### config.mk
export PLATFORM = sky130hd
export DESIGN_NAME = mfr_ctrl
export DESIGN_NICKNAME = d
export VERILOG_FILES = /design/src/hdl/mfr_pkg.sv /design/src/hdl/mfr_ctrl.sv
export SDC_FILE = /design/constraint.sdc
export NUM_CORES = 1
export LEC_CHECK = 0
export ABC_CLOCK_PERIOD_IN_PS = 1300
export BUFFER_PORTS_ARGS = -buffer_cell sky130_fd_sc_hd__buf_2
export CORE_AREA = 2 2 39 41
export DETAILED_ROUTE_END_ITERATION = 16
export DIE_AREA = 0 0 41 43
export PLACE_DENSITY = 0.44
export SYNTH_ARGS = -nofsm -noshare
export SYNTH_HDL_FRONTEND = slang
export SYNTH_SLANG_ARGS = --single-unit
export TNS_END_PERCENT = 30
### constraint.sdc
create_clock -name i_clk -period 1.3 [get_ports i_clk]
set_clock_uncertainty 0.1 [all_clocks]
set_input_delay 0.065 -clock i_clk [delete_from_list [all_inputs] [get_ports i_clk]]
set_output_delay 0.065 -clock i_clk [all_outputs]
set_load 0.02 [all_outputs]
### src/hdl/mfr_pkg.sv
// ----------------------------------------------------------------------------
// mfr_pkg
// Shared types, codes and helpers for the monochrome frame store block.
// ----------------------------------------------------------------------------
package mfr_pkg;

    localparam int COLUMNS_DEF = 128;
    localparam int ROWS_DEF    = 64;

    typedef enum logic [2:0] {
        REQ_FILL   = 3'd0,
        REQ_CLEAR  = 3'd1,
        REQ_INVERT = 3'd2,
        REQ_PIXEL  = 3'd3,
        REQ_READ   = 3'd4
    } t_req;

    typedef enum logic [1:0] {
        OP_SET = 2'd0,
        OP_CLR = 2'd1,
        OP_INV = 2'd2
    } t_op;

    typedef enum logic [2:0] {
        ST_CLEAR,
        ST_IDLE,
        ST_RECT,
        ST_READ,
        ST_RWAIT
    } t_state;

    typedef struct packed {
        logic load;      // capture request fields
        logic step;      // walk one byte of the rectangle
        logic rd;        // read the addressed byte
        logic out_load;  // move read data into the output register
        logic clr;       // write one zero byte of the clearing pass
    } t_cmd;

    typedef struct packed {
        logic rect_go;   // request touches at least one on-screen pixel
        logic read_ok;   // read request in range
        logic walk_last; // current step is the last byte of the rectangle
        logic clr_last;  // clearing pass at its last byte
        logic out_free;  // output register can take a beat
    } t_sts;

    function automatic logic [7:0] bit_rev8(input logic [7:0] v);
        logic [7:0] r;
        for (int i = 0; i < 8; i++) begin
            r[i] = v[7-i];
        end
        return r;
    endfunction

    // Rows lo..hi of a page, top row in the most significant bit.
    function automatic logic [7:0] row_mask(input logic [2:0] lo, input logic [2:0] hi);
        return (8'hff >> lo) & (8'hff << (3'd7 - hi));
    endfunction

endpackage

### src/hdl/mfr_ctrl.sv
// ----------------------------------------------------------------------------
// mfr_ctrl
// Request sequencer: clearing pass, rectangle walk, byte read and result.
// ----------------------------------------------------------------------------
module mfr_ctrl
    import mfr_pkg::*;
(
    input  logic i_clk,
    input  logic i_rst_n,
    input  logic i_req_valid,
    output logic o_req_ready,
    input  t_sts i_sts,
    output t_cmd o_cmd
);

    t_state r_state;
    t_state n_state;

    always_ff @(posedge i_clk) begin
        if (!i_rst_n) begin
            r_state <= ST_CLEAR;
        end else begin
            r_state <= n_state;
        end
    end

    always_comb begin
        n_state     = r_state;
        o_cmd       = '0;
        o_req_ready = 1'b0;
        unique case (r_state)
            ST_CLEAR: begin
                o_cmd.clr = 1'b1;
                if (i_sts.clr_last) begin
                    n_state = ST_IDLE;
                end
            end
            ST_IDLE: begin
                o_req_ready = 1'b1;
                if (i_req_valid) begin
                    o_cmd.load = 1'b1;
                    if (i_sts.rect_go) begin
                        n_state = ST_RECT;
                    end else if (i_sts.read_ok) begin
                        n_state = ST_READ;
                    end
                end
            end
            ST_RECT: begin
                o_cmd.step = 1'b1;
                if (i_sts.walk_last) begin
                    n_state = ST_IDLE;
                end
            end
            ST_READ: begin
                o_cmd.rd = 1'b1;
                n_state  = ST_RWAIT;
            end
            ST_RWAIT: begin
                // hold read data until the output register frees up
                if (i_sts.out_free) begin
                    o_cmd.out_load = 1'b1;
                    n_state        = ST_IDLE;
                end
            end
            default: begin
                n_state = ST_IDLE;
            end
        endcase
    end

endmodule

==> flow_metrics.py <==
metrics = {
    "global_route": {
        "grt_pass1_wl_um": 945,
        "grt_use_total": 0.08216,
        "globalRouteOverflowTotal": 0,
        "first_global_vias": 251,
        "grt_max_degree": 10,
        "antenna_found_initial": 0,
    },
    "logic_synthesis": {
        "synth_area_sq_um": 237.7,
        "yosysSeqAreaShare": 0.2526,
        "syn-num-nets": 34,
        "synth_top_area_frac": 0.2526,
        "yosysWarnings": 0,
        "synth.avg_cell_area_sq_um": 9.143,
        "yosysUniqueCellTypes": 18,
        "synth_area_leaders": "dfxtp_1, buf_6, nor3b_4, a221oi_2, nand2b_1",
        "synth_top_area_cell": "dfxtp_1",
        "synth_cells": 26,
        "synth_seq_cells": 3,
    },
    "floorplan": {
        "dieHeight_um": 43,
        "std_cell_rows": 14,
        "die-area_sq_um": 1763,
        "io_pins": 14,
        "core_sq_um": 1384,
        "die_w_um": 41,
        "initial_core_util": 0.1718,
    },
    "cells_and_area": {
        "largest_reg_flops": 3,
        "final_nets": 54,
        "area_growth_pct": 56.84,
        "top_register": "r_state",
        "regArea_sq_um": 66.31,
        "drive_gt1_frac": 0.6667,
        "n_antenna_cell": 0,
        "top_regs": "r_state x3",
        "multi_input_area_sq_um": 155.1,
        "final_cells": 61,
        "final_area_sq_um": 372.9,
        "fill_cells": 149,
    },
    "worst_setup_path": {
        "crit_path_end_kind": "primary output",
        "arrival_ns": 1.12,
        "ff2ff_path_depth": 4,
        "r2r_slack_ns": 0.04,
        "crit_path_start_kind": "flop",
        "cp.required_ns": 1.13,
        "cp_max_fo": 8,
        "r2r_end": "r_state[0]",
        "timing.rr.start": "r_state[0]",
        "worst-setup-path-type": "reg2out",
    },
    "clock_network": {
        "clkTransAtPathRegs_ns": 0.04,
        "htree_levels": 1,
        "clockBufferDepth": 2,
        "cts_tree": "done",
        "insertion_delay_ns": 0.24,
        "root_buffer": "clkbuf_4",
        "cts.sinks": 3,
        "cts-buffers-inserted": 3,
    },
    "power": {
        "p_per_area_nw_per_um2": 1018,
        "ir_worst_vdd_mv": 0.2340,
        "leakagePower_nw": 0.1836,
    },
    "placed_design": {
        "placed_cells": 54,
        "placed_area_sq_um": 307.8,
        "hpwl_um": 432.8,
        "place_congestion": 0.6992,
        "portBuffers": 13,
    },
    "min_path": {
        "hold_start": "i_sts[4]",
        "min_path_cells": 3,
        "hold_class": "in2reg",
        "hold_end": "r_state[0]",
    },
    "timing": {
        "fin_crit_sh": 0.9850,
        "fin_crit_ns": 1.280,
        "drv_slew": 0,
        "relSlewSlack": 0.7766,
        "tightest_slew_ns": 0.3316,
        "setup_viol": 0,
        "finalHoldViolations": 0,
        "fmax_ghz": 0.7810,
        "rsz0062_at_grt": "true",
    },
    "status": {
        "status": "finished clean",
    },
    "routing": {
        "drtAntennaViolNets": 0,
        "first_pass_iters": 4,
        "via_per_inst": 4.164,
        "num_vias": 254,
        "drc_errors": 0,
        "routed_wl_um": 637,
        "first_iter_violations": 3,
        "wire_per_inst_um": 10.44,
    },
    "run": {
        "maxCapViolCount": 0,
    },
}
## placed cells by master, fill, tap and decap left out
cell / instances
a21oi_2: 1
a221oi_2: 1
a22o_2: 1
a2bb2oi_1: 1
a31oi_1: 1
and2_2: 1
and3_1: 1
and3b_2: 1
buf_2: 12
buf_4: 3
clkbuf_1: 1
clkbuf_2: 1
clkbuf_4: 3
dfxtp_2: 2
dfxtp_4: 1
dlygate4sd3_1: 1
inv_1: 2
mux2i_1: 1
nand2b_1: 2
nor2_1: 2
nor2_2: 1
nor3_1: 2
nor3b_2: 1
nor3b_4: 1
o21ai_0: 1
## power breakdown
group          switching (mW)  internal [mW]  total [mW]
registers              0.0114         0.0987       0.110
clock network          0.0532          0.115       0.169
logic                  0.0484         0.0527       0.101
## logic make-up (layout without fill, tap and decap cells)
kind of cell           Yosys count  after routing  share of synthesized area
AND/OR/NAND/NOR                 12             12                     0.3527
flip-flops                       3              3                     0.2526
buffers and inverters            4             23                     0.1263
AO/OA/AOI/OAI                    6              6                     0.2263
multiplexers                     1              1                    0.04211
## synth_stat cells
cell and n:
a21oi_2 1, a221oi_2 1, a22o_2 1, a2bb2oi_1 1
a31oi_1 1, and2_2 1, and3_1 1, and3b_2 1
buf_6 2, dfxtp_1 3, inv_1 2, mux2i_1 1
nand2b_1 2, nor2_1 3, nor3_1 2, nor3b_1 1
nor3b_4 1, o21ai_0 1
## what timing repair did
item,in CTS,in global routing
setup endpoints to repair,5,3
buffers inserted,1,1
hold buffers,1,0
resized for setup,6,2
endpoints found under the hold margin,1,0
## worst max-delay path, cell delays in order, from the launching register on
cell and delay [ns]:
dfxtp_2 0.36, nor3b_4 0.22, and2_2 0.16, buf_4 0.13
## how the worst max path moves through the flow
| stage | end | from | cells after the start |
|---|---|---|---|
| floorplan | r_state[0] | r_state[0] | 4 |
| global placement | r_state[0] | r_state[0] | 3 |
| detailed placement | r_state[0] | r_state[0] | 3 |
| CTS | o_cmd[4] | r_state[0] | 3 |
| global route | o_cmd[1] | r_state[1] | 3 |
| finish | o_cmd[4] | r_state[1] | 3 |
## final cells by class
class | instances | share of cell area
Clock buffer | 4 | 0.07047
Inverter | 2 | 0.02013
Multi-Input combinational cell | 19 | 0.4161
Sequential cell | 3 | 0.1779
Tap cell | 16 | 0.05369
Timing Repair Buffer | 17 | 0.2617
## per-stage QoR
stage          power, mW  worst slack, ns  utilization  hold slack, ns  setup TNS (ns)
6_report          0.3797          0.01955       0.2694         0.05636               0
5_1_grt           0.4047         -0.02630       0.2694         0.05789        -0.05396
4_1_cts           0.3859         0.003446       0.2622         0.04242               0
3_5_place_dp      0.1971          0.05805       0.2224          0.2403               0
3_3_place_gp      0.1972          0.07578       0.2224          0.2367               0
2_1_floorplan     0.1749          0.03468            -          0.1248               0
## routing by layer
| metal | vias up | GRT usage | wire, um |
|---|---|---|---|
| met1 | 123 | 0.08946 | 235 |
| met4 | 0 | 0.1000 | 0 |
| met5 | - | 0 | 0 |
| li1 | 131 | - | - |
| met2 | 0 | 0.1219 | 402 |
| met3 | 0 | 0 | 0 |
(Power assumes the default switching activity.)
